[src/rtl/tbb_pkg.sv]
package tbb_pkg;

  localparam int CoordW = 24;
  localparam int CoefW = 16;
  localparam int ProdW = 2 * CoefW;
  localparam int AccW = 34;
  localparam int RowW = 64;
  localparam int CfgIdxW = 2;
  localparam int AxisCount = 3;
  localparam int QueueDepthDefault = 4;

  localparam logic signed [CoordW-1:0] CoordMax = {1'b0, {(CoordW-1){1'b1}}};
  localparam logic signed [CoordW-1:0] CoordMin = {1'b1, {(CoordW-1){1'b0}}};

  localparam logic [RowW-1:0] RowXReset = 64'h0000_0000_0000_0100;
  localparam logic [RowW-1:0] RowYReset = 64'h0000_0000_0100_0000;
  localparam logic [RowW-1:0] RowZReset = 64'h0000_0100_0000_0000;

  typedef logic signed [CoordW-1:0] coord_t;
  typedef logic [RowW-1:0] row_t;

  typedef enum logic [CfgIdxW-1:0] {
    CFG_ROW_X = 2'd0,
    CFG_ROW_Y = 2'd1,
    CFG_ROW_Z = 2'd2
  } cfg_index_t;

  typedef struct packed {
    coord_t t_x;
    coord_t t_y;
    coord_t t_z;
    logic   last;
  } point_entry_t;

  typedef struct packed {
    logic         valid;
    point_entry_t entry;
  } point_push_t;

  function automatic coord_t saturate_q16(input logic signed [AccW-1:0] acc);
    logic signed [AccW-1:0] shifted;
    coord_t result;
    shifted = acc >>> 8;
    if (shifted > AccW'(CoordMax)) begin
      result = CoordMax;
    end else if (shifted < AccW'(CoordMin)) begin
      result = CoordMin;
    end else begin
      result = shifted[CoordW-1:0];
    end
    return result;
  endfunction

endpackage

[src/rtl/tbb_back.sv]
module tbb_back
  import tbb_pkg::*;
(
  input  logic          clk,
  input  logic          rst,
  input  logic          head_valid,
  input  point_entry_t  head,
  output logic          pop,
  output logic          box_valid,
  input  logic          box_stall,
  output coord_t        low_x,
  output coord_t        low_y,
  output coord_t        low_z,
  output coord_t        high_x,
  output coord_t        high_y,
  output coord_t        high_z
);

  coord_t run_low_x, run_low_y, run_low_z;
  coord_t run_high_x, run_high_y, run_high_z;
  coord_t low_x_next, low_y_next, low_z_next;
  coord_t high_x_next, high_y_next, high_z_next;

  assign pop = head_valid && (!head.last || !box_valid || !box_stall);

  always_comb begin
    low_x_next  = (head.t_x < run_low_x)  ? head.t_x : run_low_x;
    low_y_next  = (head.t_y < run_low_y)  ? head.t_y : run_low_y;
    low_z_next  = (head.t_z < run_low_z)  ? head.t_z : run_low_z;
    high_x_next = (head.t_x > run_high_x) ? head.t_x : run_high_x;
    high_y_next = (head.t_y > run_high_y) ? head.t_y : run_high_y;
    high_z_next = (head.t_z > run_high_z) ? head.t_z : run_high_z;
  end

  always_ff @(posedge clk) begin
    if (rst || (pop && head.last)) begin
      run_low_x  <= CoordMax;
      run_low_y  <= CoordMax;
      run_low_z  <= CoordMax;
      run_high_x <= CoordMin;
      run_high_y <= CoordMin;
      run_high_z <= CoordMin;
    end else if (pop) begin
      run_low_x  <= low_x_next;
      run_low_y  <= low_y_next;
      run_low_z  <= low_z_next;
      run_high_x <= high_x_next;
      run_high_y <= high_y_next;
      run_high_z <= high_z_next;
    end
  end

  always_ff @(posedge clk) begin
    if (rst) begin
      box_valid <= 1'b0;
    end else if (pop && head.last) begin
      box_valid <= 1'b1;
    end else if (!box_stall) begin
      box_valid <= 1'b0;
    end
  end

  always_ff @(posedge clk) begin
    if (pop && head.last) begin
      low_x  <= low_x_next;
      low_y  <= low_y_next;
      low_z  <= low_z_next;
      high_x <= high_x_next;
      high_y <= high_y_next;
      high_z <= high_z_next;
    end
  end

endmodule

[config.mk]
export PLATFORM = sky130hd
export DESIGN_NAME = tbb_back
export DESIGN_NICKNAME = d
export VERILOG_FILES = /design/src/rtl/tbb_pkg.sv /design/src/rtl/tbb_back.sv
export SDC_FILE = /design/constraint.sdc
export NUM_CORES = 1
export LEC_CHECK = 0
export BUFFER_PORTS_ARGS = -buffer_cell sky130_fd_sc_hd__buf_2
export CAP_MARGIN = 0
export CORE_UTILIZATION = 55
export DETAILED_ROUTE_END_ITERATION = 12
export PLACE_DENSITY = 0.77
export RECOVER_POWER = 100
export SYNTH_ARGS = -nofsm -noshare
export SYNTH_HDL_FRONTEND = slang
export SYNTH_SLANG_ARGS = --single-unit
[constraint.sdc]
create_clock -name clk -period 7.31 [get_ports clk]
set_input_delay 0.731 -clock clk [delete_from_list [all_inputs] [get_ports clk]]
set_output_delay 0.731 -clock clk [all_outputs]
set_load 0.005 [all_outputs]
# [Word-level counts from Yosys, hierarchy flattened]
# Index checks and enable logic that the tools add are counted.
[totals] word_cells=36 regBits=289 out_inout_bits=146 input_bits=77
[op_classes] mux=8 n_lt_le_gt_ge=6 n_eq_ne=1 n_reduce_logical=8
[op_table] op="$mux W24" n=6
[op_table] op="$gt A24 B24 Y1" n=3
[op_table] op="$lt A24 B24 Y1" n=3
[op_table] op="$logic_not A1 Y1" n=3
[op_table] op="$logic_or A1 B1 Y1" n=3
[op_table] op="$logic_and A1 B1 Y1" n=2
[op_table] op="$mux W1" n=2
[op_table] op="$ne A2 B1 Y1 const B" n=1

# [Depth between registers and ports, before layout]
[depth] depth_word=6 mapped_depth=11 ltp_nobuf=9

# [Least setup slack after synthesis]
# No wires, ideal clock.
[synth_path] path_kind="input -> register" start="in head[0] (netlist name)" end="reg run_low_x[0]" setup_ns=0.072 arrival_ns=5.415 slack_ns=1.824 path_buffers=2 stages=7 required_time_ns=7.238 cell_sequence="nand3_1 -> and3_1 -> or2_2 -> clkbuf_1 -> clkbuf_1 -> nor2_1 -> mux2i_1"
[synth_via] elab_chain_cells=6
[synth_rtl] item="from (decl)" line="tbb_back.sv:7" text="input point_entry_t head,"
[synth_rtl] item="$logic_not A1 Y1" line="tbb_back.sv:24" text="assign pop = head_valid && (!head.last || !box_valid || !box_stall);"
[synth_rtl] item="$logic_or A1 B1 Y1 (2 in a row)" line="tbb_back.sv:24"
[synth_rtl] item="$logic_and A1 B1 Y1" line="tbb_back.sv:24"
[synth_rtl] item="$logic_and A1 B1 Y1" line="tbb_back.sv:36" text="if (rst || (pop && head.last)) begin"
[synth_rtl] item="$logic_or A1 B1 Y1" line="tbb_back.sv:36"
[synth_rtl] item="to (signal assigned)" line="tbb_back.sv:37" text="run_low_x <= CoordMax;"
[synth_rtl] item="to (signal assigned)" line="tbb_back.sv:44" text="run_low_x <= low_x_next;"
[synth_rtl] item="to (decl)" line="tbb_back.sv:19" text="coord_t run_low_x, run_low_y, run_low_z;"
# Parallel ways exist; a longest one is shown, timed or not.
# A chain may end at the register's enable or synchronous reset.

# [Final worst setup path]
[layout_path] start="reg box_valid" end="reg low_y[16] (enable)"
[layout_via] elab_chain_cells=5
[layout_rtl] item="from (decl)" line="tbb_back.sv:9" text="output logic box_valid,"
[layout_rtl] item="from (signal assigned)" line="tbb_back.sv:55" text="box_valid <= 1'b0;"
[layout_rtl] item="from (signal assigned)" line="tbb_back.sv:57" text="box_valid <= 1'b1;"
[layout_rtl] item="from (signal assigned)" line="tbb_back.sv:59" text="box_valid <= 1'b0;"
[layout_rtl] item="$logic_not A1 Y1" line="tbb_back.sv:24"
[layout_rtl] item="$logic_or A1 B1 Y1 (2 in a row)" line="tbb_back.sv:24"
[layout_rtl] item="$logic_and A1 B1 Y1" line="tbb_back.sv:24"
[layout_rtl] item="$logic_and A1 B1 Y1" line="tbb_back.sv:64" text="if (pop && head.last) begin"
[layout_rtl] item="to (signal assigned)" line="tbb_back.sv:66" text="low_y <= low_y_next;"
[layout_rtl] item="to (decl)" line="tbb_back.sv:12" text="output coord_t low_y,"
# No other way between the ends.

==> results.py <==
metrics = {
    "place": {
        "gp_congestion": 0.845,
        "detailed_place.area_um2": 17100,
        "port-buffer-count": 222,
        "hpwlAfterDp_um": 24400,
    },
    "finish": {
        "area_growth_from_synthesis_to_final_layout_pct": 13.5,
        "most_frequent_cells_in_the_layout": "170 x sky130_fd_sc_hd__nand2_1, 161 x sky130_fd_sc_hd__nor2_1, 146 x sky130_fd_sc_hd__inv_1, 145 x sky130_fd_sc_hd__dfxtp_1, 144 x sky130_fd_sc_hd__edfxtp_1",
        "design_area_um2": 17900,
        "fill_cell_total_of_the_finished_layout": 2314,
        "final_layout_size_suffix_gt1_share_pct": 18.4,
        "final_common_cell": "sky130_fd_sc_hd__nand2_1",
        "numnets_final": 1876,
    },
    "sta": {
        "timing.hold.ws_ps": 402,
        "tns_ps": 0,
        "finalClockSkew_ps": 14.7,
        "final-max-slew-violation-count": 198,
        "hold_viol_final": 0,
        "worst_slew_margin_rel_pct": -133,
        "grt_setup_unrepaired": "false",
        "max_slew.worst_pin.slew_ps": 3470,
        "finalCriticalPeriod_ps": 5150,
        "report.final.setup_viol": 0,
        "post-route-period-util_pct": 70.4,
        "maxClockFrequency_mhz": 194,
    },
    "floorplan": {
        "floorplan.rows": 61,
        "start_util_pct": 56.3,
        "io_pins": 223,
        "die_w_um": 171,
        "std_cell_core_area_um2": 27900,
        "fp.dieArea_um2": 29300,
        "die_y_um": 171,
    },
    "setup_path": {
        "critical_path.startpoint_type": "flop",
        "path_cells": "nand3_1 -> and3_1 -> clkbuf_2",
        "worstReg2RegEnd": "low_y[16]$_DFFE_PP_",
        "critPathArrivalTime_ps": 5280,
        "crit_path_max_incr_delay_ps": 2470,
        "crit_path_end_kind": "flop",
        "critical_path.reg2reg.startpoint": "box_valid$_SDFFE_PP0P_",
        "critical_path_peak_fanout": 76,
        "crit_required_ps": 7450,
        "path_class": "reg2reg",
        "register_to_register_path_depth": 3,
        "worst-r2r-setup-slack_ps": 2160,
        "crit_slowest_cell": "sky130_fd_sc_hd__and3_1",
    },
    "cts": {
        "postCtsSetupBuffers": 0,
        "insertion_delay_ps": 560,
        "cell_chosen_for_the_clock_root": "sky130_fd_sc_hd__clkbuf_16",
        "clockBufferDepth": 3,
        "numClockSinks": 289,
        "cts_tree": "yes",
        "cts_inserted_buffers": 31,
        "hold_buffers": 0,
        "post_cts.resized_instances": 0,
        "cts-htree-levels": 1,
        "cts.reportedPaths.clkPinSlew_ps": 60,
    },
    "route": {
        "drt_drc_violations_left": 0,
        "post_drt_wl_per_cell_um": 17.3,
        "route.final.wire_length_um": 35600,
        "final_antenna_net_count": 0,
        "via_per_inst": 5.42,
        "drt-initial-drc-count": 620,
        "via_count": 11200,
        "detail_route.first_pass.iterations": 6,
    },
    "run": {
        "maximum_capacitance_violations": 4,
    },
    "hold_path": {
        "whs_path_depth": 2,
        "hp-start": "rst",
        "hold_end": "box_valid$_SDFFE_PP0P_",
        "hold_class": "in2reg",
    },
    "yosys": {
        "post_synth_edffs": 144,
        "synth.top_cells.by_area": "sky130_fd_sc_hd__edfxtp_1 27%, sky130_fd_sc_hd__dfxtp_1 18%, sky130_fd_sc_hd__ha_1 11%, sky130_fd_sc_hd__mux2i_1 9.0%, sky130_fd_sc_hd__mux2_2 7.2%",
        "synth-async-reset-ratio_pct": 0,
        "syn-num-nets": 1670,
        "yosysWarningCount": 0,
        "sequential_area_share_after_synthesis_pct": 46.0,
        "netlist_area_um2": 15700,
        "area_fraction_of_the_dominant_cell_type_after_synthesis_pct": 27.5,
        "synth-main-ff-cell": "sky130_fd_sc_hd__dfxtp_1",
        "netlist.top_cell.by_area": "sky130_fd_sc_hd__edfxtp_1",
        "synth-seq-cells": 289,
        "synth.avg_cell_area_um2": 10.8,
        "synthDistinctLibCells": 51,
        "syn_inst": 1452,
    },
    "global_routing": {
        "grt_pass1_wl_um": 55300,
        "maximum_number_of_pins_on_one_net_before_global_route_repair": 81,
        "global_router_s_overall_resource_usage_pct": 23.7,
        "first_global_vias": 10900,
        "grt_antenna_before_repair": 3,
        "grt_overflow_total": 0,
    },
    "pwr": {
        "vdd_ir_drop_max_mv": 0.151,
        "total_leakage_power_nw": 7.81,
        "powerDensity_nw_per_um2": 237,
    },
    "status": {
        "failed_checks": "capacitance limit, slew limit",
        "result_of_the_run": "complete, but fails checks",
    },
}
worst max-delay path by stage:
stage,cells after the start,to,slack [ps],from
2_1_floorplan,7,run_low_x[0]$_SDFFE_PP1P_,1820,head[0]
3_3_place_gp,8,high_y[2]$_DFFE_PP_,3190,head[48]
3_5_place_dp,8,high_y[12]$_DFFE_PP_,3150,head[48]
4_1_cts,8,high_y[12]$_DFFE_PP_,3620,run_high_y[23]$_SDFFE_PP1P_
5_1_grt,3,low_y[8]$_DFFE_PP_,1740,box_valid$_SDFFE_PP0P_
6_report,3,low_y[16]$_DFFE_PP_,2160,box_valid$_SDFFE_PP0P_
flip-flops by register name, summed over array words and instances (netlist names):
register / count
run_low_x: 24
box_valid: 1
high_z: 24
low_y: 24
run_high_x: 24
run_low_y: 24
run_low_z: 24
high_y: 24
run_high_y: 24
run_high_z: 24
high_x: 24
low_x: 24
low_z: 24
metal layers:
metal | vias to the layer above | track usage, % | wire length, um
met3 | 62 | 3.98 | 1670
met4 | 2 | 8.07 | 962
met5 | - | 0 | 10
met2 | 253 | 41.3 | 17300
met1 | 5373 | 29.7 | 15600
li1 | 5472 | - | -
through the flow:
stage	worst slack [ps]	power, mW	cells	utilization (%)
2_1_floorplan	1820	2.48	1452	-
5_1_grt	1740	4.41	2061	63.9
6_report	2160	4.23	2061	63.9
4_1_cts	3620	4.29	2059	64.9
3_5_place_dp	3150	2.71	2003	61.2
3_3_place_gp	3190	2.68	2003	61.2
final cells by class:
class / count / area [um2] / share of cell area (%)
Multi-Input combinational cell: 957 / 7510 / 42.0
Sequential cell: 289 / 7230 / 40.5
Timing Repair Buffer: 233 / 1070 / 5.97
Clock buffer: 48 / 930 / 5.21
Inverter: 146 / 548 / 3.07
Tap cell: 378 / 473 / 2.65
Clock inverter: 8 / 100 / 0.561
Antenna cell: 2 / 5.00 / 0.0280
where the power goes:
part / total (mW) / leakage [nW] / switching (mW) / internal (mW)
Combinational: 0.760 / 4.79 / 0.412 / 0.348
Clock: 1.58 / 0.507 / 0.641 / 0.939
Sequential: 1.89 / 2.51 / 0.0562 / 1.84
worst max-delay path, delay by kind of cell, from the launching register on:
kind / cells / cell delay [ps]
flip-flops: 1 / 330
AND/OR/NAND/NOR: 2 / 2560
buffers and inverters: 1 / 1770
logic make-up (layout without fill, tap and decap cells):
family	after synthesis	count (layout)	synth area share, %
simple gates	402	402	10.9
xor+xnor	2	2	0.350
fa+ha+maj	141	141	11.2
flops	289	289	46.0
compound gates	120	120	5.05
buf+inv	206	435	5.58
other cells	0	2	0
mux	292	292	20.9
cell usage after synthesis, types with 4 or more instances:
| cell type | n |
|---|---|
| sky130_fd_sc_hd__nand2_1 | 170 |
| sky130_fd_sc_hd__nor2_1 | 161 |
| sky130_fd_sc_hd__inv_1 | 146 |
| sky130_fd_sc_hd__dfxtp_1 | 145 |
| sky130_fd_sc_hd__edfxtp_1 | 144 |
| sky130_fd_sc_hd__mux2i_1 | 142 |
| sky130_fd_sc_hd__ha_1 | 141 |
| sky130_fd_sc_hd__mux2_2 | 100 |
| sky130_fd_sc_hd__a21oi_1 | 52 |
| sky130_fd_sc_hd__mux2_4 | 41 |
| sky130_fd_sc_hd__clkbuf_1 | 34 |
| sky130_fd_sc_hd__nand4_1 | 18 |
| sky130_fd_sc_hd__o21ai_0 | 15 |
| sky130_fd_sc_hd__nand3_1 | 14 |
| sky130_fd_sc_hd__buf_2 | 12 |
| sky130_fd_sc_hd__a21o_1 | 11 |
| sky130_fd_sc_hd__nand2b_1 | 7 |
| sky130_fd_sc_hd__o211ai_1 | 7 |
| sky130_fd_sc_hd__buf_4 | 6 |
| sky130_fd_sc_hd__buf_6 | 6 |
| sky130_fd_sc_hd__nor3_1 | 6 |
| sky130_fd_sc_hd__mux2_1 | 5 |
| sky130_fd_sc_hd__nor2b_1 | 5 |
| sky130_fd_sc_hd__a211oi_1 | 4 |
| sky130_fd_sc_hd__a221o_1 | 4 |
| sky130_fd_sc_hd__a22oi_1 | 4 |
| sky130_fd_sc_hd__nor4_1 | 4 |
| sky130_fd_sc_hd__o31ai_1 | 4 |
Power figures use the tool's default switching activity.
