$ cat src/rtl/tbb_pkg.sv
package tbb_pkg;

  localparam int CoordW = 24;
  localparam int CoefW = 16;
  localparam int ProdW = 2 * CoefW;
  localparam int AccW = 34;
  localparam int RowW = 64;
  localparam int CfgIdxW = 2;
  localparam int AxisCount = 3;
  localparam int QueueDepthDefault = 4;

  localparam logic signed [CoordW-1:0] CoordMax = {1'b0, {(CoordW-1){1'b1}}};
  localparam logic signed [CoordW-1:0] CoordMin = {1'b1, {(CoordW-1){1'b0}}};

  localparam logic [RowW-1:0] RowXReset = 64'h0000_0000_0000_0100;
  localparam logic [RowW-1:0] RowYReset = 64'h0000_0000_0100_0000;
  localparam logic [RowW-1:0] RowZReset = 64'h0000_0100_0000_0000;

  typedef logic signed [CoordW-1:0] coord_t;
  typedef logic [RowW-1:0] row_t;

  typedef enum logic [CfgIdxW-1:0] {
    CFG_ROW_X = 2'd0,
    CFG_ROW_Y = 2'd1,
    CFG_ROW_Z = 2'd2
  } cfg_index_t;

  typedef struct packed {
    coord_t t_x;
    coord_t t_y;
    coord_t t_z;
    logic   last;
  } point_entry_t;

  typedef struct packed {
    logic         valid;
    point_entry_t entry;
  } point_push_t;

  function automatic coord_t saturate_q16(input logic signed [AccW-1:0] acc);
    logic signed [AccW-1:0] shifted;
    coord_t result;
    shifted = acc >>> 8;
    if (shifted > AccW'(CoordMax)) begin
      result = CoordMax;
    end else if (shifted < AccW'(CoordMin)) begin
      result = CoordMin;
    end else begin
      result = shifted[CoordW-1:0];
    end
    return result;
  endfunction

endpackage

$ cat src/rtl/tbb_queue.sv
module tbb_queue
  import tbb_pkg::*;
#(
  parameter int Depth = QueueDepthDefault
) (
  input  logic                         clk,
  input  logic                         rst,
  input  point_push_t                  push,
  input  logic                         pop,
  output logic                         head_valid,
  output point_entry_t                 head,
  output logic [$clog2(Depth+1)-1:0]   count
);

  localparam int PtrW = (Depth > 1) ? $clog2(Depth) : 1;
  localparam int CountW = $clog2(Depth + 1);

  point_entry_t slots [Depth];
  logic [PtrW-1:0] wr_ptr;
  logic [PtrW-1:0] rd_ptr;

  function automatic logic [PtrW-1:0] bump(input logic [PtrW-1:0] ptr);
    logic [PtrW-1:0] result;
    if (ptr == PtrW'(Depth - 1)) begin
      result = '0;
    end else begin
      result = ptr + 1'b1;
    end
    return result;
  endfunction

  always_ff @(posedge clk) begin
    if (rst) begin
      wr_ptr <= '0;
      rd_ptr <= '0;
      count  <= '0;
    end else begin
      if (push.valid) begin
        wr_ptr <= bump(wr_ptr);
      end
      if (pop) begin
        rd_ptr <= bump(rd_ptr);
      end
      count <= count + CountW'(push.valid) - CountW'(pop);
    end
  end

  always_ff @(posedge clk) begin
    if (push.valid) begin
      slots[wr_ptr] <= push.entry;
    end
  end

  assign head_valid = (count != '0);
  assign head = slots[rd_ptr];

endmodule

$ cat config.mk
export PLATFORM = sky130hd
export DESIGN_NAME = tbb_queue
export DESIGN_NICKNAME = d
export VERILOG_FILES = /design/src/rtl/tbb_pkg.sv /design/src/rtl/tbb_queue.sv
export SDC_FILE = /design/constraint.sdc
export NUM_CORES = 1
export LEC_CHECK = 0
export ABC_AREA = 1
export BUFFER_PORTS_ARGS = -buffer_cell sky130_fd_sc_hd__buf_2
export CAP_MARGIN = 10
export CORE_AREA = 2 2 142 144
export DETAILED_ROUTE_END_ITERATION = 12
export DIE_AREA = 0 0 144 146
export PLACE_DENSITY = 0.84
export SLEW_MARGIN = 40
export SYNTH_ARGS = -nofsm -noshare
export SYNTH_HDL_FRONTEND = slang
export SYNTH_SLANG_ARGS = --single-unit
$ cat constraint.sdc
create_clock -name clk -period 4.7 [get_ports clk]
set_clock_uncertainty 0.15 [all_clocks]
set_input_delay 0.47 -clock clk [delete_from_list [all_inputs] [get_ports clk]]
set_output_delay 0.47 -clock clk [all_outputs]
set_load 0.02 [all_outputs]
== Word-level counts from Yosys, hierarchy flattened ==
Memory sizes are Yosys's and may differ from the RTL's. A register that Yosys moved wholly into a read port is not among the register bits.
Cells that the tools add are included.
Word-level totals
  logic and storage cells: 17
  memories: 1
  register bits after elaboration: 7
  RAM bits: 292
Memory list
  slots: words 4, bits a word 73, read ports 1, clocked after Yosys merged registers in 1, write ports 1, RTL line tbb_queue.sv:18  | point_entry_t slots [Depth];
Cells by class
  reduce and logical (&&, ||, !) cells: 1
  equal/unequal tests: 2
  multiplexer cells: 6
  add/sub/neg operators: 4
Operators with widths (number)
  2-bit two-way mux: 4
  2-bit by 1-bit adder with 2-bit output (second input constant): 2
  2-bit == test (second input constant): 2
  3-bit by 1-bit adder with 3-bit output: 1
  3-bit nonzero test: 1
  3-bit by 1-bit subtractor with 3-bit output: 1
  1-bit two-way mux: 2

== Logic depth before layout (Yosys ltp) ==
Gate-level depths: netlist of run 1.
  depth after elaboration: 4
  depth in mapped cells: 9
  gate-level depth less buffers: 9

== Worst setup path after synthesis of run 1 ==
No wires, ideal clock.
  kind: register to register
  start: register wr_ptr[0]
  end: memory slots[2][0] (netlist bit), enable pin
  stages on the path, launching flop included: 5
  buffers on the path: 0
  period minus slack after synthesis: 2.575 ns
  setup time: 0.427 ns
  slack: 2.125 ns
  arrival time: 1.998 ns
  cells stage by stage: dfxtp_1 > inv_1 > ha_1 > nand2_1 > inv_1
RTL lines
  start, declared: RTL line tbb_queue.sv:19  | logic [PtrW-1:0] wr_ptr;
  start signal, assigned: RTL line tbb_queue.sv:39  | wr_ptr <= bump(wr_ptr);
  end, declared: RTL line tbb_queue.sv:18
No word-level cell before the write port.

==> results of run 1 <==
-- power breakdown --
part	switching [W]	total [W]	internal, W	leakage, nW
combinational	0.000451	0.000665	0.000214	2.34
clock	0.000918	0.00237	0.00145	0.484
sequential	0.0000552	0.00313	0.00307	2.76
-- path summary, 6_finish.rpt --
path	slack, ns	start	end
setup reg to reg	2.37	wr_ptr[0]	slots[3][32]
setup / recovery	1.42	register	head[64]
hold reg to reg	0.38	rd_ptr[0]	register
hold / removal	0.005	push[28]	slots[1][28]
-- sequential cells by signal, indices dropped and copies added, names as in the netlist, named ones only --
name    cells
count       3
rd_ptr      2
slots     292
wr_ptr      2
-- final cells by class --
type / count / area, um^2
flip-flops and latches: 301 / 8956
fillers: 1212 / 5214
multi-input cells: 399 / 2042
repair buffers: 196 / 1189
clock buffers: 31 / 733.2
inverters: 161 / 618.1
well taps: 265 / 331.6
clock inverters: 20 / 249.0
diodes: 1 / 2.502
-- worst max-delay path, delay by kind of cell (launching register included) --
kind                   cells  cell delay [ns]
AND/OR/NAND/NOR            2             0.28
flip-flops                 1             0.75
buffers and inverters      2             0.88
AO/OA/AOI/OAI              1             0.16
-- Yosys cell counts --
library cell,count
inv_1,161
nand2_1,155
ha_1,7
edfxtp_1,292
fa_1,1
o21ai_1,31
dfxtp_1,9
nor2_1,9
o21ai_0,45
a21oi_1,76
clkbuf_1,1
nand3_1,2
buf_4,15
o211ai_1,73
buf_2,32
-- logic make-up (layout without fill, tap and decap cells) --
kind of cell               after synthesis  count (layout)  synth area share
DFF                                    301             301            0.7538
adders and majority gates                8               8          0.009064
other                                    0               1                 0
buffers and inverters                  209             408           0.07420
and+or+nand+nor                        166             166           0.05270
AOI/OAI and AO/OA                      225             225            0.1102
-- timing repair --
item                                   in CTS  in global routing
endpoints found under the hold margin     128                  0
buffers inserted                            0                  0
hold buffers                               35                  0
-- metal layers --
| metal | global-route usage | up-vias | routed length (um) |
|---|---|---|---|
| met5 | 0 | - | 0 |
| met4 | 0.05196 | 0 | 391 |
| met3 | 0.04146 | 31 | 1367 |
| met2 | 0.3945 | 198 | 11940 |
| met1 | 0.2530 | 3463 | 8912 |
| li1 | - | 3516 | - |
-- metrics by stage --
stage	area, um^2	worst slack [ns]
after global routing	14120	1.250
after CTS	14120	1.459
after detailed placement	12780	2.084
after global placement	12780	2.147
after floorplan	11870	2.125
final	14120	1.422
==> results.md, run 1 <==
- Period utilisation layout: 0.6974
- DRT iter0 DRCs: 578
- Seq cells post-synth: 301
- First-pass GRT wire length: 34.78 mm
- Htree depth: 1
- Slew at the pin with the worst max-slew slack: about 0.76 ns
- CTS Buf Count: 29
- Hold Path Depth: 1
- Number of max-cap violations: 0
- Die Ht: 146 um
- Initial core utilization: 0.6140
- Setup Crit Path Kind: register to primary output
- WL final: roughly 23 mm
- Max FO, Critical Path: 84
- Fin nets: 1,173
- Antenna violations before repair: 1
- Vias: 7,208
- I/O Buffers: 153
- CTS tree: yes
- Grt ovf: 0
- CP Launch Type: register
- Dominant cell type by area after synthesis: edfxtp_1
- Final hold violation count: 0
- Period minus WS final: roughly 3.3 ns
- Inst Count DP: 1,287
- Reg2Reg Depth: 4
- Final HPWL DP: 13.00 mm
- Via count of the first global-routing pass: between 6k and 7k
- Routed WL per cell: between 15 and 20 um
- GPL Wtd Cong: 0.7331
- Mapped Nets: 994
- Final setup TNS: 0 ns
- Crit-path slowest cell: dfxtp_4
- Pwr dens: 436.4 mW/mm^2
- CTS sink cnt: 301
- Clock tree buffer depth: 3
- Arr. time, crit path: 2.66 ns
- Crit-path most repeated cell: nand2_1
- HP Class: input pin to register
- Vias per cell: 5.246
- Post-CTS resize count: 0
- Core Box Area: approximately 0.019 mm^2
- Post-synth cell types: 15
- Total GRT Usage: 0.2126
- Crit. End Element: primary output
- Clk_lat worst skew: 0.52 ns
- Reg clk slew, reported paths: 0.06 ns
- Layout cells sized above 1: 0.1886
- Mapped Cells: 909
- Top cell type's share of synthesized area: 0.7386
- Post-layout util: 0.7303
- DRC violations left: 0
- Slowest stage delay, CP: 0.75 ns
- F_max: 305.1 MHz
- CP required: between 4 and 5 ns
- Synth top area cells: edfxtp_1 74%, inv_1 5.1%, nand2_1 4.9%
- Area growth, synth to finish: 18.95%
- Die area: 0.02102 mm^2
- Final ANT Viol Nets: 0
- Leading cell types in the layout, fill and taps excluded: 292 x edfxtp_1, 157 x inv_1, 155 x nand2_1
- Worst VDD drop: 0.0002972 V
- Pre-antenna DRT Iters: 5
- Status: finished, final reports clean
- IO Pins: 154
- RSZ-0062 raised after global routing: no
- Commonest non-fill, non-tap cell in the layout: edfxtp_1
- Critical path cell sequence: buf_4 > nand2_1 > o211ai_1 > nand2_1 > buf_2
- Clock root cell: clkbuf_16
- Setup violations, final: 0
- Die W: roughly 140 um
- Row count: 51
- WHS: 0.005397 ns
- Yosys warns: 0
- Post-Syn Area per Cell: 13.06 um^2
- Synth Cell Area: 0.01187 mm^2
- Sequential-to-total area share from yosys stat: 0.7538
- Largest net degree at the start of global routing: between 100 and 150
- Leakage dissipation: roughly 5.6 nW
- Total power: between 0.006 and 0.007 W
- Fin cells: 1,374
- Relative slew margins: 0.4906
- Max-slew violations: 0
No activity file was read; power rests on OpenSTA's default activity.
==> run 2: changes to the inputs <==
--- a/config.mk
+++ b/config.mk
@@ -8,10 +8,10 @@
 export ABC_AREA = 1
 export BUFFER_PORTS_ARGS = -buffer_cell sky130_fd_sc_hd__buf_2
 export CAP_MARGIN = 10
-export CORE_AREA = 2 2 142 144
+export CORE_AREA = 2 2 148 150
 export DETAILED_ROUTE_END_ITERATION = 12
-export DIE_AREA = 0 0 144 146
-export PLACE_DENSITY = 0.84
+export DIE_AREA = 0 0 150 152
+export PLACE_DENSITY = 0.78
 export SLEW_MARGIN = 40
 export SYNTH_ARGS = -nofsm -noshare
 export SYNTH_HDL_FRONTEND = slang
==> constraint.sdc (replaced) <==
create_clock -name clk -period 3.4 [get_ports clk]
set_clock_uncertainty 0.15 [all_clocks]
set_input_delay 0.34 -clock clk [delete_from_list [all_inputs] [get_ports clk]]
set_output_delay 0.34 -clock clk [all_outputs]
set_load 0.02 [all_outputs]
==> results.md, run 2 (synthesis results as in run 1) <==
- Vias per cell: slightly above 5
- CTS Buf Count: 29
- CP Launch Type: register
- Htree depth: 1
- Post-CTS resize count: 0
- Setup bufs post-CTS: 0
- Setup Crit Path Kind: register to primary output
- RSZ-0062 raised after global routing: no
- Relative slew margins: 0.4779
- Final HPWL DP: 13.18 mm
- Slew at the pin with the worst max-slew slack: around 0.8 ns
- IO Pins: 154
- Most flops, register: slots
- Routed WL per cell: about 16 um
- Reg-to-reg endpoint: slots[3][63]
- F_max: approximately 380 MHz
- Max FFs per register: 292
- I/O Buffers: 153
- Leakage dissipation: 5.762 nW
- Largest net degree at the start of global routing: 130
- Crit. End Element: primary output
- Hold Path Depth: 3
- Area growth, synth to finish: 22.92%
- Max-slew violations: 0
- First-pass GRT wire length: 35.69 mm
- Setup violations, final: 0
- HP Class: input pin to register
- Layout cells sized above 1: 0.1839
- Reg2reg setup slack: 1.28 ns
- Period utilisation layout: 0.7807
- Status: finished, final reports clean
- DRT iter0 DRCs: 756
- Row count: 54
- Initial core utilization: 0.5560
- Final hold violation count: 0
- Clk_lat worst skew: between 0.5 and 0.6 ns
- Regs by FF count: slots x292, count x3
- Commonest non-fill, non-tap cell in the layout: edfxtp_1
- Clock root cell: clkbuf_16
- CP required: a little under 3 ns
- Die W: about 150 um
- Antenna violations before repair: 2
- Dpl ws: 1.244 ns
- Grt ovf: 0
- Crit path to: head[65]
- Max FO, Critical Path: between 50 and 60
- Arr. time, crit path: 2.16 ns
- Reg-to-Reg Start: wr_ptr[0]
- GPL Wtd Cong: 0.7406
- Worst VDD drop: 0.0004503 V
- DRC violations left: 0
- Total GRT Usage: 0.1969
- Final setup margin: 0.7456 ns
- Period minus WS final: between 2 and 3 ns
- Vias: 7,403
- Pre-antenna DRT Iters: 5
- Clock tree buffer depth: 3
- WL final: between 20 and 25 mm
- Leading cell types in the layout, fill and taps excluded: 292 x edfxtp_1, 157 x inv_1, 155 x nand2_1
- Final ANT Viol Nets: 0
- Reg2Reg Depth: 4
- Final setup TNS: 0 ns
- Die area: 0.02280 mm^2
- Core Box Area: 0.02135 mm^2
- CTS sink cnt: 301
- CTS tree: yes
- CTS Hold Buffers Added: 75
- Reg clk slew, reported paths: 0.06 ns
- Die Ht: 152 um
- Number of max-cap violations: 0
- Pwr dens: 586.3 mW/mm^2
- Fin nets: 1,216
- Via count of the first global-routing pass: 7,146
==> run 2: cell types whose count changed in the layout (fill, tap and decap cells not counted), moves of 2 or more <==
| cell | before | now |
|---|---|---|
| dlygate4sd3_1 | 35 | 75 |
| buf_12 | 1 | 4 |
| clkbuf_1 | 2 | 5 |
| clkinv_2 | 6 | 8 |
| clkinv_4 | 3 | 1 |
| clkinvlp_4 | 0 | 2 |
==> run 2: layout make-up <==
type / instances / area (um^2)
Clock inverter: 19 / 232.7
Antenna cell: 2 / 5.005
Timing Repair Buffer: 239 / 1653
Clock buffer: 34 / 744.5
Inverter: 161 / 609.3
Sequential cell: 301 / 8956
Tap cell: 280 / 350.3
Multi-Input combinational cell: 399 / 2042
Fill cell: 1473 / 6758
==> run 2: worst min path at each step <==
stage / from / end
after floorplan: rst / count[1]
after global placement: rd_ptr[0] / register
after detailed placement: rd_ptr[0] / register
after CTS: push[73] / wr_ptr[1]
after global routing: push[73] / wr_ptr[1]
final: push[73] / wr_ptr[1]
==> run 2: metal layers <==
layer,GRT usage,vias up,routed length (um),share of wire
li1,-,3597,-,-
met1,0.2723,3525,9930,0.43
met2,0.3244,243,11160,0.48
met3,0.03363,38,1489,0.065
met4,0.05705,0,469,0.020
met5,0,-,0,0
==> run 2: worst max-delay path, stage by stage, from the launching register on <==
cell and delay [ns]:
dfxtp_4 0.73, buf_4 0.41, o211ai_1 0.15, nand2_1 0.14, buf_2 0.18
==> run 2: where the power goes <==
| group | leakage, nW | total (W) | switching (W) | internal (W) |
|---|---|---|---|---|
| Clock | 0.470 | 0.00326 | 0.00131 | 0.00195 |
| Combinational | 2.53 | 0.000985 | 0.000651 | 0.000334 |
| Sequential | 2.76 | 0.00431 | 0.0000648 | 0.00425 |
==> run 2: through the flow <==
stage	cells	util	cell area [um^2]	hold WS (ns)	total power, W
6_report	1435	0.6835	14590	0.05812	0.008555
5_1_grt	1435	0.6835	14590	0.05820	0.008833
4_1_cts	1433	0.6833	14590	0.03402	0.008587
3_5_place_dp	1305	0.6023	12860	0.3351	0.005308
3_3_place_gp	1305	0.6021	12860	0.3275	0.005279
2_1_floorplan	909	-	11870	0.2567	0.004971
==> run 3: changes to the inputs <==
--- a/config.mk
+++ b/config.mk
@@ -5,13 +5,13 @@
 export SDC_FILE = /design/constraint.sdc
 export NUM_CORES = 1
 export LEC_CHECK = 0
-export ABC_AREA = 1
+export ABC_AREA = 0
 export BUFFER_PORTS_ARGS = -buffer_cell sky130_fd_sc_hd__buf_2
 export CAP_MARGIN = 10
-export CORE_AREA = 2 2 148 150
+export CORE_AREA = 2 2 151 153
 export DETAILED_ROUTE_END_ITERATION = 12
-export DIE_AREA = 0 0 150 152
-export PLACE_DENSITY = 0.78
+export DIE_AREA = 0 0 153 155
+export PLACE_DENSITY = 0.74
 export SLEW_MARGIN = 40
 export SYNTH_ARGS = -nofsm -noshare
 export SYNTH_HDL_FRONTEND = slang
==> constraint.sdc (replaced) <==
create_clock -name clk -period 2.35 [get_ports clk]
set_clock_uncertainty 0.15 [all_clocks]
set_input_delay 0.235 -clock clk [delete_from_list [all_inputs] [get_ports clk]]
set_output_delay 0.235 -clock clk [all_outputs]
set_load 0.02 [all_outputs]
==> results.md, run 3 <==
- Number of synthesized flops with an enable pin: between 200 and 300
- Largest family of logic cells by synthesized area: multiplexers
- Largest net degree at the start of global routing: 31
- Dominant cell type by area after synthesis: edfxtp_1
- Hold Path Origin: push[14]
- Final setup margin: 0.04092 ns
- Htree depth: 1
- Core Box Area: approximately 0.022 mm^2
- Total GRT Usage: 0.1765
- Grt ovf: 0
- Setup violations, final: 0
- Vias: 5,361
- Die area: 0.02372 mm^2
- GPL Wtd Cong: 0.7493
- CTS tree: yes
- HP Class: input pin to register
- Layout cells sized above 1: 0.4256
- Initial core utilization: 0.4971
- Leakage dissipation: 4.983 nW
- DRC violations left: 0
- F_max: about 430 MHz
- Fin nets: 783
- Pre-antenna DRT Iters: 4
- Vias per cell: 5.340
- Final ANT Viol Nets: 0
- Via count of the first global-routing pass: 5,904
- Synth top area cells: edfxtp_1 79%, mux4_2 15%, dfxtp_1 1.6%
- Setup Crit Path Kind: register to primary output
- CP Launch Type: register
- Post-Syn Area per Cell: 26.18 um^2
- Crit. End Element: primary output
- Final HPWL DP: 12.41 mm
- Regs by FF count: slots x292, count x3
- Main synth FF type: edfxtp_1
- Top cell type's share of synthesized area: 0.7936
- Sequential-to-total area share from yosys stat: 0.8099
- Number of max-cap violations: 0
- Yosys warns: 0
- Max FFs per register: 292
- Reg-to-Reg Start: count[0]
- Top post-synthesis cells by count: 292 x edfxtp_1, 72 x mux4_2, 9 x dfxtp_1
- Antenna violations before repair: 1
- # fillers: 1,431
- Mux contribution to synthesized area: 0.1509
- Clock root cell: clkbuf_16
- Final hold violation count: 0
- CTS sink cnt: 301
- Cell area after layout: 0.01437 mm^2
- IO Pins: 154
- WL final: roughly 22 mm
- Worst VDD drop: between 0.0006 and 0.0007 V
- DP Area: about 0.012 mm^2
- Most flops, register: slots
- Pwr dens: 852.6 mW/mm^2
- Relative slew margins: 0.6909
- Mapped Cells: about 420
- I/O Buffers: 153
- Post-synthesis adder-cell area fraction: 0.009738
- Leading cell types in the layout, fill and taps excluded: 292 x edfxtp_1, 137 x buf_2, 76 x dlygate4sd3_1
- Commonest non-fill, non-tap cell in the layout: edfxtp_1
- Clk_lat worst skew: 0.54 ns
- Slew at the pin with the worst max-slew slack: around 0.46 ns
- Dpl ws: 0.4385 ns
- Post-synthesis compound-gate area fraction: 0.0009059
- Count leader, synth: edfxtp_1
- Arr. time, crit path: between 1.5 and 2 ns
- Post-synth cell types: 20
- Area growth, synth to finish: 30.04%
- Post-synthesis xor/xnor area fraction: 0.002038
- Reg clk slew, reported paths: around 0.06 ns
- Async set or reset register ratio after synthesis: 0
- Row count: 55
- Die W: 153 um
- Max-slew violations: 0
- Period minus WS final: 2.309 ns
- CP required: 1.97 ns
- Synth Area in Simple Gates: 0.007474
- Number of antenna repair diodes: 0
- DRT iter0 DRCs: 412
- Status: finished, final reports clean
- Seq cells post-synth: between 300 and 400
- Max FO, Critical Path: 10
- CTS Buf Count: 30
- Period utilisation layout: 0.9826
- Die Ht: 155 um
- RSZ-0062 raised after global routing: yes
- Mapped Nets: 507
- First-pass GRT wire length: between 30 and 40 mm
- Clock tree buffer depth: 3
- Synth Cell Area: 0.01105 mm^2
- Routed WL per cell: 21.68 um
run 3: cell types whose count changed after synthesis, moves of 4 or more:
cell,delta
buf_4,-15
mux4_2,+72
buf_2,-25
nand2_1,-155
o21ai_0,-45
a21oi_1,-74
buf_12,+7
o211ai_1,-73
and2_1,+4
o21ai_1,-31
inv_1,-156
nor2_1,-5
run 3: cell type report:
cell class / count / area, um^2 / share of cell area
clock buffers: 37 / 798.3 / 0.05556
clock inverters: 16 / 161.4 / 0.01123
inverters: 5 / 18.77 / 0.001306
multi-input cells: 100 / 1901 / 0.1323
flip-flops and latches: 301 / 8956 / 0.6233
well taps: 285 / 356.6 / 0.02482
repair buffers: 260 / 2177 / 0.1515
run 3: final timing paths:
path | cells past startpoint | endpoint | slack [ns]
worst min-delay path | 2 | slots[2][14] | 0.30
worst max register to register | 8 | count[2] | 0.46
worst max-delay path | 4 | head[38] | 0.04
worst min register to register | 2 | register | 0.41
run 3: timing repair:
action / in CTS / in global routing
hold buffers: 76 / 0
pin swaps: 0 / 0
setup endpoints to repair: 37 / 69
hold endpoints to repair: 301 / 0
cloned: 0 / 7
setup buffers: 1 / 4
gates resized for setup: 2 / 37
run 3: cells by family (layout without fill, tap and decap cells):
family | count (synthesis) | in the layout
AOI/OAI and AO/OA | 2 | 2
xor gates and xnor gates | 1 | 1
adders and majority gates | 8 | 8
buffers and inverters | 21 | 318
DFF | 301 | 301
muxes | 75 | 75
and+or+nand+nor | 14 | 14
run 3: worst max-delay path: stages, from the launching register on:
cell and delay [ns]:
dfxtp_4 0.37, buf_12 0.15, clkbuf_16 0.19, mux4_2 0.50, buf_2 0.17
run 3: where the power goes:
| group | switching [W] | total, W | leakage [nW] | internal [W] |
|---|---|---|---|---|
| logic | 0.000742 | 0.00144 | 1.76 | 0.000694 |
| registers | 0.0000742 | 0.00620 | 2.76 | 0.00613 |
| clock network | 0.00188 | 0.00461 | 0.470 | 0.00273 |
run 3: metal layers:
layer,wire (um),global-route usage,vias up
li1,-,-,2364
met1,8698,0.2233,2763
met2,11300,0.3154,193
met3,1363,0.03677,39
met4,394,0.04497,2
met5,13,0,-
run 3: per-stage QoR:
| step | setup TNS (ns) | util | hold slack [ns] | power, W | std cells |
|---|---|---|---|---|---|
| after floorplan | 0 | - | 0.1517 | 0.007072 | 422 |
| after global placement | 0 | 0.5541 | 0.2930 | 0.007475 | 863 |
| after detailed placement | 0 | 0.5541 | 0.3017 | 0.007530 | 863 |
| after CTS | -0.02434 | 0.6323 | 0.2734 | 0.01224 | 993 |
| after global routing | -0.6438 | 0.6464 | 0.2841 | 0.01269 | 1004 |
| final | 0 | 0.6464 | 0.2983 | 0.01225 | 1004 |
